==> src/sv/ard_pkg.sv <==
// shared types and constants for the adaptive replacement directory
package ard_pkg;

  localparam int MAX_ENTRIES_DEF = 64;
  localparam int KEY_BITS_DEF    = 32;
  localparam int AGE_BITS        = 48;
  localparam int FRAC_BITS       = 8;
  localparam int CAP_W           = 7;
  localparam int P_OUT_W         = 15;
  localparam logic [CAP_W-1:0] CAP_RESET = 7'd64;

  localparam logic [1:0] GHOST_NONE = 2'd0;
  localparam logic [1:0] GHOST_B1   = 2'd1;
  localparam logic [1:0] GHOST_B2   = 2'd2;

  typedef enum logic [1:0] {
    L_T1 = 2'd0,
    L_T2 = 2'd1,
    L_B1 = 2'd2,
    L_B2 = 2'd3
  } list_t;

  typedef enum logic [1:0] {
    Q_MATCH = 2'd0,
    Q_LRU   = 2'd1,
    Q_FREE  = 2'd2
  } qkind_t;

  typedef enum logic [1:0] {
    U_NONE   = 2'd0,
    U_MOVE   = 2'd1,
    U_DROP   = 2'd2,
    U_INSERT = 2'd3
  } uop_t;

  // control part of the search token walking down the cell row
  typedef struct packed {
    logic   go;
    qkind_t kind;
    list_t  list;
    logic   found;
    list_t  clist;
  } tok_t;

  // control part of the broadcast cell update
  typedef struct packed {
    uop_t  op;
    list_t list;
  } upd_t;

  typedef struct packed {
    logic [31:0] key;
    logic        high_freq;
  } req_t;

  typedef struct packed {
    logic                 hit;
    logic [1:0]           ghost_kind;
    logic                 evicted_valid;
    logic [31:0]          evicted_key;
    logic [P_OUT_W-1:0]   target_t1;
    logic [31:0]          hit_total;
    logic [31:0]          miss_total;
  } rsp_t;

endpackage

==> src/sv/ard_div.sv <==
// bit-serial restoring divider for the ghost size ratio, (num << 8) / den
module ard_div
  import ard_pkg::*;
#(
  parameter int NW = 8
) (
  input  logic                    clk,
  input  logic                    rst,
  input  logic                    start,
  input  logic [NW-1:0]           num,
  input  logic [NW-1:0]           den,
  output logic                    done,
  output logic [NW+FRAC_BITS-1:0] quo
);

  localparam int QW = NW + FRAC_BITS;
  localparam int CW = $clog2(QW + 1);

  logic          run;
  logic [CW-1:0] cnt;
  logic [NW:0]   rem;
  logic [QW-1:0] dvd;
  logic [NW-1:0] d;
  logic [NW:0]   rem_sh;
  logic          ge;

  assign rem_sh = {rem[NW-1:0], dvd[QW-1]};
  assign ge     = rem_sh >= {1'b0, d};
  assign quo    = dvd;

  always_ff @(posedge clk) begin
    if (rst) begin
      run  <= 1'b0;
      done <= 1'b0;
      cnt  <= '0;
    end else begin
      done <= run && (cnt == CW'(1));
      if (start) begin
        run <= 1'b1;
        cnt <= CW'(QW);
      end else if (run) begin
        cnt <= cnt - CW'(1);
        if (cnt == CW'(1)) begin
          run <= 1'b0;
        end
      end
    end
    if (start) begin
      dvd <= {num, {FRAC_BITS{1'b0}}};
      rem <= '0;
      d   <= den;
    end else if (run) begin
      rem <= ge ? (rem_sh - {1'b0, d}) : rem_sh;
      dvd <= {dvd[QW-2:0], ge};
    end
  end

endmodule

==> config.mk <==
export PLATFORM = sky130hd
export DESIGN_NAME = ard_div
export DESIGN_NICKNAME = d
export VERILOG_FILES = /design/src/sv/ard_pkg.sv /design/src/sv/ard_div.sv
export SDC_FILE = /design/constraint.sdc
export NUM_CORES = 1
export LEC_CHECK = 0
export CORE_ASPECT_RATIO = 0.8
export CORE_UTILIZATION = 25
export DETAILED_ROUTE_END_ITERATION = 8
export DONT_BUFFER_PORTS = 1
export PLACE_DENSITY = 0.4
export SLEW_MARGIN = 20
export SYNTH_ARGS = -nofsm -noshare
export SYNTH_HDL_FRONTEND = slang
export SYNTH_SLANG_ARGS = --single-unit
==> constraint.sdc <==
create_clock -name clk -period 2.2 [get_ports clk]
set_clock_uncertainty 0.2 [all_clocks]
set_input_delay 0.33 -clock clk [delete_from_list [all_inputs] [get_ports clk]]
set_output_delay 0.33 -clock clk [all_outputs]
set_load 0.01 [all_outputs]
==> impl_metrics.toml <==
[synth]
yosys.area.top_type = "edfxtp_1"
synthTopCellsByArea = "edfxtp_1 24%, dfxtp_1 23%, ha_1 6.3%, nor2_1 4.5%, mux2i_1 3.5%"
avgSynthCellArea_sq_um = 9.90
netlist_area_sq_um = 1980
yosysWarnings = 0
synth_top_area_share_pct = 24.3
synth_common_cells = "24 x nor2_1, 23 x dfxtp_1, 16 x edfxtp_1"
ys_seq_area_share_pct = 47.5
synth.most_common_cell = "nor2_1"
ys_ff_latch = 39
ys_types = 44
synth_cells = 200
synthArstFlopShare_pct = 0
dominantRegCellSynth = "dfxtp_1"
syn-num-nets = 230
synth_edf_count = 16

[routing]
drtIter0Drc = 71
wl_per_cell_um = 14.1
num_vias = 1579
viasPerCell = 4.62
routed_wl_um = 4810
drcViolationCount = 0
ant_nets = 0
drtPass1Iterations = 4

[timing]
worst_pin_slew_ps = 596
holdWs_ps = -96.8
clock.fmax_mhz = 458
setup_viol = 0
period_needed_ps = 2180
drv_slew = 0
rsz0062_at_grt = "yes"
period_share_pct = 99.2
setup_tns_ps = 0
slew_headroom_pct = 60.1
hold_viol = 14

[floorplan]
start_util_pct = 26.3
die-width_um = 102
rows = 28
design.core.area_sq_um = 7530
die_h_um = 81.6
die_area_sq_um = 8280
num_io_pins = 36

[final_layout]
diodes = 0
fin_util_pct = 35.0
drive_gt1_share_pct = 19.0
finalInstanceArea_sq_um = 2640
num-nets-final = 266
area.growth.synth_to_final_pct = 33.2

[place]
io_buffer_count = 0
place_congestion = 0.758
place_area_sq_um = 2190
hpwl_um = 3160

[critical_path]
reg2reg_depth = 7
crit_type = "register to register"
r2r_slack_ps = 20
end_kind = "register"
critPathArrivalTime_ps = 2200
reg2reg_from = "d[0]"
cp.required_ps = 2220
reg2reg_to = "rem[6]"
start_kind = "register"
critPathMaxFanout = 3

[grt]
antenna_found_initial = 0
groute.usage.overall_pct = 12.4
grt_overflow = 0
grt_pass1_vias = 1518
grt_first_pass_wirelength_um = 7670
grt_max_degree = 41

[clocking]
cts_root_buf = "clkbuf_8"
cts_tree = "built"
numCtsBuffers = 5
hold_buffers = 21
clkLatencyLatePin_ps = 300
clockBufferDepth = 2
clock-sinks = 39
clkTransAtPathRegs_ps = 90
htree_levels = 2

[hold_path]
hold_depth = 1
min_from = "start"
hp-class = "input port to register"
min_delay_worst_endpoint = "rem[6]"

[pwr]
leakage_nw = 1.05
clockPowerShare_pct = 32.9
seqPwrFrac_pct = 44.1
power_density_nw_per_um2 = 734
power.internal_w = 0.00137
comb_power_share_pct = 23.0
ir_drop_mv = 0.239
swShare_pct = 29.1
switchingPower_w = 0.000563

[outcome]
status = "complete, but fails checks"
violations = "negative hold slack"

[run]
max_cap_viol_count = 0
==> logic make-up after synthesis <==
family | synth area share (%)
and+or+nand+nor | 14.8
DFF | 47.5
buffers and inverters | 5.50
AOI/OAI and AO/OA | 18.2
adders and majority gates | 7.33
xor gates and xnor gates | 3.10
muxes | 3.54
==> worst max-delay path by stage <==
stage / end / cells past startpoint / start
after floorplan: rem[3] / 9 / d[6]
after global placement: rem[4] / 7 / quo[15]
after detailed placement: rem[4] / 7 / quo[15]
after CTS: rem[6] / 8 / quo[15]
after global routing: rem[6] / 8 / quo[15]
final: rem[6] / 7 / d[0]
==> final cells by class <==
cell class	count	area, sq um
clock inverters	3	46.3
flip-flops and latches	39	941
well taps	105	131
clock buffers	5	68.8
fillers	773	4890
repair buffers	38	338
multi-input cells	137	1060
inverters	15	56.3
==> critical path, cell delays in order (launching register included) <==
cell,delay [ps]
edfxtp_1,420
ha_4,180
fa_2,350
nand2b_4,160
a2111o_1,360
o211ai_1,100
o21ai_1,80
a311oi_1,250
==> power by group through the flow <==
stage	Clock [W]	Combinational, W	Sequential, W
2_1_floorplan	0	0.000274	0.000857
3_3_place_gp	0	0.000373	0.000868
3_5_place_dp	0	0.000365	0.000867
4_1_cts	0.000655	0.000405	0.000852
5_1_grt	0.000681	0.000492	0.000859
6_report	0.000638	0.000445	0.000854
==> metrics by stage <==
step                std cells  hold WS [ps]  setup WS, ps  power, W
finish                    342         -96.8          17.0   0.00194
global route              342          -107          -117   0.00203
CTS                       342          -115          2.45   0.00191
detailed placement        312           204         -18.4   0.00123
global placement          312           201         -4.80   0.00124
floorplan                 200           199          1.36   0.00113
==> cells in the final DEF, fill, tap and decap left out, types with 7 or more instances in the layout <==
cell type,count
mux2i_1,7
a21oi_1,7
dlygate4sd3_1,21
o21ai_0,10
nand3_1,7
edfxtp_1,16
inv_1,12
nor2_1,24
nand2_1,11
dfxtp_1,23
buf_4,17
==> sequential cells by signal (all words and copies together) (netlist names) <==
signal and cells:
run 1, done 1, rem 8, d 8
cnt 5, quo 16
==> layer usage <==
metal,GRT usage (%),vias to the layer above,routed length [um]
li1,-,798,-
met1,17.0,742,2460
met2,18.6,32,2080
met3,3.57,7,214
met4,4.35,0,63
met5,0,-,0
==> what timing repair did <==
action | in CTS | in global routing
gates cloned | 0 | 0
endpoints found under the hold margin | 36 | 14
gates resized for setup | 6 | 14
pin swaps | 1 | 0
endpoints found under the setup margin | 6 | 9
setup buffers | 1 | 0
Power figures use the tool's default switching activity.
