File: config.mk
export PLATFORM = sky130hd
export DESIGN_NAME = ard_cell
export DESIGN_NICKNAME = d
export VERILOG_FILES = /design/src/sv/ard_pkg.sv /design/src/sv/ard_cell.sv
export SDC_FILE = /design/constraint.sdc
export NUM_CORES = 1
export LEC_CHECK = 0
export BUFFER_PORTS_ARGS = -buffer_cell sky130_fd_sc_hd__buf_2
export CAP_MARGIN = 20
export CELL_PAD_IN_SITES_DETAIL_PLACEMENT = 0
export CELL_PAD_IN_SITES_GLOBAL_PLACEMENT = 1
export CORE_MARGIN = 2
export CORE_UTILIZATION = 38
export CTS_BUF_LIST = sky130_fd_sc_hd__clkbuf_4
export DETAILED_ROUTE_END_ITERATION = 10
export PLACE_DENSITY_LB_ADDON = 0.1
export SLEW_MARGIN = 20
export SYNTH_ARGS = -nofsm -noshare
export SYNTH_HDL_FRONTEND = slang
export SYNTH_SLANG_ARGS = --single-unit
export TNS_END_PERCENT = 50
File: constraint.sdc
create_clock -name clk -period 6.22 [get_ports clk]
set_clock_uncertainty 0.05 [all_clocks]
set_input_delay 1.866 -clock clk [delete_from_list [all_inputs] [get_ports clk]]
set_output_delay 1.866 -clock clk [all_outputs]
set_load 0.03 [all_outputs]
File: src/sv/ard_pkg.sv
// shared types and constants for the adaptive replacement directory
package ard_pkg;

  localparam int MAX_ENTRIES_DEF = 64;
  localparam int KEY_BITS_DEF    = 32;
  localparam int AGE_BITS        = 48;
  localparam int FRAC_BITS       = 8;
  localparam int CAP_W           = 7;
  localparam int P_OUT_W         = 15;
  localparam logic [CAP_W-1:0] CAP_RESET = 7'd64;

  localparam logic [1:0] GHOST_NONE = 2'd0;
  localparam logic [1:0] GHOST_B1   = 2'd1;
  localparam logic [1:0] GHOST_B2   = 2'd2;

  typedef enum logic [1:0] {
    L_T1 = 2'd0,
    L_T2 = 2'd1,
    L_B1 = 2'd2,
    L_B2 = 2'd3
  } list_t;

  typedef enum logic [1:0] {
    Q_MATCH = 2'd0,
    Q_LRU   = 2'd1,
    Q_FREE  = 2'd2
  } qkind_t;

  typedef enum logic [1:0] {
    U_NONE   = 2'd0,
    U_MOVE   = 2'd1,
    U_DROP   = 2'd2,
    U_INSERT = 2'd3
  } uop_t;

  // control part of the search token walking down the cell row
  typedef struct packed {
    logic   go;
    qkind_t kind;
    list_t  list;
    logic   found;
    list_t  clist;
  } tok_t;

  // control part of the broadcast cell update
  typedef struct packed {
    uop_t  op;
    list_t list;
  } upd_t;

  typedef struct packed {
    logic [31:0] key;
    logic        high_freq;
  } req_t;

  typedef struct packed {
    logic                 hit;
    logic [1:0]           ghost_kind;
    logic                 evicted_valid;
    logic [31:0]          evicted_key;
    logic [P_OUT_W-1:0]   target_t1;
    logic [31:0]          hit_total;
    logic [31:0]          miss_total;
  } rsp_t;

endpackage

File: src/sv/ard_cell.sv
// one directory cell: holds an entry and passes the search token on
module ard_cell
  import ard_pkg::*;
#(
  parameter int KEY_BITS = KEY_BITS_DEF,
  parameter int IDX_W    = 7,
  parameter int CELL_IDX = 0
) (
  input  logic                clk,
  input  logic                rst,
  input  tok_t                tok_in,
  input  logic [KEY_BITS-1:0] qkey_in,
  input  logic [IDX_W-1:0]    idx_in,
  input  logic [AGE_BITS-1:0] age_in,
  input  logic [KEY_BITS-1:0] ckey_in,
  output tok_t                tok_out,
  output logic [KEY_BITS-1:0] qkey_out,
  output logic [IDX_W-1:0]    idx_out,
  output logic [AGE_BITS-1:0] age_out,
  output logic [KEY_BITS-1:0] ckey_out,
  input  upd_t                upd,
  input  logic [IDX_W-1:0]    upd_idx,
  input  logic [KEY_BITS-1:0] upd_key,
  input  logic [AGE_BITS-1:0] upd_age
);

  localparam logic [IDX_W-1:0] MY_IDX = IDX_W'(CELL_IDX);

  logic                valid;
  logic [KEY_BITS-1:0] key;
  list_t               list;
  logic [AGE_BITS-1:0] age;
  logic                take;

  always_comb begin
    case (tok_in.kind)
      Q_MATCH: take = !tok_in.found && valid && (key == qkey_in);
      Q_LRU:   take = valid && (list == tok_in.list) &&
                      (!tok_in.found || (age < age_in));
      Q_FREE:  take = !tok_in.found && !valid;
      default: take = 1'b0;
    endcase
  end

  always_ff @(posedge clk) begin
    if (rst) begin
      tok_out.go <= 1'b0;
      valid      <= 1'b0;
    end else begin
      tok_out.go <= tok_in.go;
      if (upd.op != U_NONE && upd_idx == MY_IDX) begin
        case (upd.op)
          U_MOVE: begin
            list <= upd.list;
            age  <= upd_age;
          end
          U_DROP: valid <= 1'b0;
          U_INSERT: begin
            valid <= 1'b1;
            key   <= upd_key;
            list  <= upd.list;
            age   <= upd_age;
          end
          default: ;
        endcase
      end
    end
    tok_out.kind <= tok_in.kind;
    tok_out.list <= tok_in.list;
    qkey_out     <= qkey_in;
    if (take) begin
      tok_out.found <= 1'b1;
      tok_out.clist <= list;
      idx_out       <= MY_IDX;
      age_out       <= age;
      ckey_out      <= key;
    end else begin
      tok_out.found <= tok_in.found;
      tok_out.clist <= tok_in.clist;
      idx_out       <= idx_in;
      age_out       <= age_in;
      ckey_out      <= ckey_in;
    end
  end

endmodule

==> results.md <==
* Max Root-Sink Buffers at 3
* Initial antenna violation count at 7
* Worst setup margin at 2.00 ns
* Post-DP HPWL at 16100 microns
* Post-CTS Setup Repair Bufs at 0
* Area delta synth->final at 36.2%
* Final period util at 67.8%
* Total Routing Usage GR at 19.2%
* # nets final at 1214
* TritonRoute pass-1 iters at 4
* Overflow after GRT at 0
* Maximum fanout along the worst path at 65
* Via count at 5680
* Pwr Total at 3.09 mW
* Most frequent cell after synthesis: dfxtp_1
* Starting Density at 38.5%
* Clk pin slew, worst setup/hold paths at 0.06 ns
* Worst-Skew Late Latency at 0.65 ns
* Synth cell count leaders: 128 x dfxtp_1, 82 x edfxtp_1, 79 x mux2_2
* Crit Path Class: input pin to register
* Max-cap violations at 0
* Final setup TNS at 0 ns
* Detailed-route wire length per cell at 16.6 microns
* Die width at 147 microns
* Metal2 WL at 11000 microns
* Endpoints failing hold at 0
* RSZ-0062 raised after global routing: false
* Place WS at 1.28 ns
* Max Used Layer: met5
* Row Count at 52
* Status: finished, final reports clean
* Drt initial violations at 118
* Total wire length at 21000 microns
* Critical Path RT at 6.69 ns
* WL met1 at 7550 microns
* Area after DPL at 9770 sq um
* Syn. warnings at 0
* Layout cells sized above 1 at 53.5%
* Slew Limit Fails at 0
* CTS tree: yes
* Via-to-Cell Ratio at 4.49
* First-pass GRT wire length at 31700 microns
* Tightest Pin Transition at 1.01 ns
* Final ANT Viol Nets at 0
* Post-route DRC at 0
* Commonest register cell after synthesis: dfxtp_1
* Num CTS Buffers at 57
* Leakage power total at 4.87 nW
* Worst setup SP type: input pin
* RePlAce Congestion at 0.806
* Core footprint at 20100 sq um
* Die H at 147 microns
* Syn Inst Count at 548
* Tightest hold margin at 0.440 ns
* Worst IR Drop VDD at 0.000164 V
* Sequential-to-total area share from yosys stat at 65.0%
* Clk sinks at 210
* CTS Hold Buffers Added at 0
* Async set-reset flop share out of synthesis at 0%
* Port Buffers at 346
* PD cells at 293 nW/um^2
* Syn nets at 815
* Average size of a mapped cell at 14.1 sq um
* Met3 routed WL at 2020 microns
* Root buf cell: clkbuf_4
* Final Cell Area at 10500 sq um
* EDFF count, synth at 82
* Final setup viols at 0
* Largest net degree at the start of global routing at 66
* CP Capture Type: register
* Area contributors post-synth: dfxtp_1 33%, edfxtp_1 32%, mux2_2 11%, ha_1 7.6%, xnor2_1 3.5%
* Total die area at 21500 sq um
* PostCTS Resize Cnt at 0
* Worst hold path class: register to register
* Synth unique cells at 34
* Slew headroom at 32.7%
* Vias in the first global route at 6181
* Final min period at 4.22 ns
* Fmax at 0.237 GHz
* Worst endpoint data arrival time at 4.69 ns
* Synth top area share at 33.1%
* Synthesized area at 7740 sq um
* Yosys top cell by area: dfxtp_1
* # IOs at 347
* H-tree lvl count at 2
* Synthesized flop and latch total at 210
[layout by cell type, fill, tap and decap left out, types with 5 or more instances in the layout]
cell	count
edfxtp_1	82
o21ai_0	5
nand2_1	14
clkbuf_4	97
clkinv_1	6
inv_1	56
xnor2_1	31
buf_2	346
nor2_1	12
mux2_2	79
nand4_1	16
dfxtp_1	128
ha_1	47
a21oi_1	17
nor3_1	6
nand3_1	10
[power breakdown]
part / switching [mW] / total, mW / leakage, nW / internal [mW]
registers: 0.0134 / 1.49 / 1.82 / 1.48
logic: 0.203 / 0.342 / 2.59 / 0.139
clock network: 0.555 / 1.25 / 0.464 / 0.695
[per-layer routing]
metal  GRT usage, %  vias to the layer above
li1               -                     2787
met1           19.7                     2610
met2           34.7                      236
met3           8.34                       39
met4           6.75                        8
met5              0                        -
[logic make-up after synthesis]
| group | count (synthesis) | share of synthesized area (%) |
|---|---|---|
| AND/OR/NAND/NOR | 72 | 4.76 |
| buffers and inverters | 65 | 3.69 |
| AO/OA/AOI/OAI | 37 | 3.09 |
| XOR/XNOR | 34 | 3.85 |
| adder cells (fa/ha/maj) | 47 | 7.60 |
| multiplexers | 83 | 12.1 |
| flip-flops | 210 | 65.0 |
[sequential cells by signal, indices dropped and copies added (netlist names)]
signal,count
list,2
key,32
age,48
age_out,48
qkey_out,32
valid,1
tok_out,8
ckey_out,32
idx_out,7
[area by class of cell]
type / count / area [sq um]
tap: 270 / 338
multi-input combinational: 273 / 2440
clock inverter: 8 / 30.0
inverter: 56 / 210
fill: 1869 / 9570
antenna: 3 / 7.51
timing repair buffer: 349 / 1750
clock buffer: 97 / 728
sequential: 210 / 5020
[critical path, cell delays in order]
cell and delay [ns]:
buf_2 0.09, inv_1 0.03, ha_1 0.29, a21oi_1 0.16, o21ai_0 0.14, a221oi_1 0.37, o2111ai_1 0.24, o31ai_4 0.30
buf_4 0.74, mux2_2 0.42
[final timing paths]
path,cells after the start,slack (ns),end,start
hold reg to reg,1,0.44,age_out[45]$_DFF_P_,age[45]$_DFFE_PP_
setup reg to reg,8,2.97,ckey_out[29]$_DFF_P_,age[25]$_DFFE_PP_
hold / removal,1,0.44,age_out[45]$_DFF_P_,age[45]$_DFFE_PP_
setup / recovery,10,2.00,ckey_out[29]$_DFF_P_,age_in[25]
[per-stage QoR]
step / std cells / utilization [%]
2_1_floorplan: 548 / -
3_3_place_gp: 1158 / 48.6
3_5_place_dp: 1158 / 48.6
4_1_cts: 1263 / 52.4
5_1_grt: 1265 / 52.4
6_report: 1266 / 52.4
(Power assumes the default switching activity.)
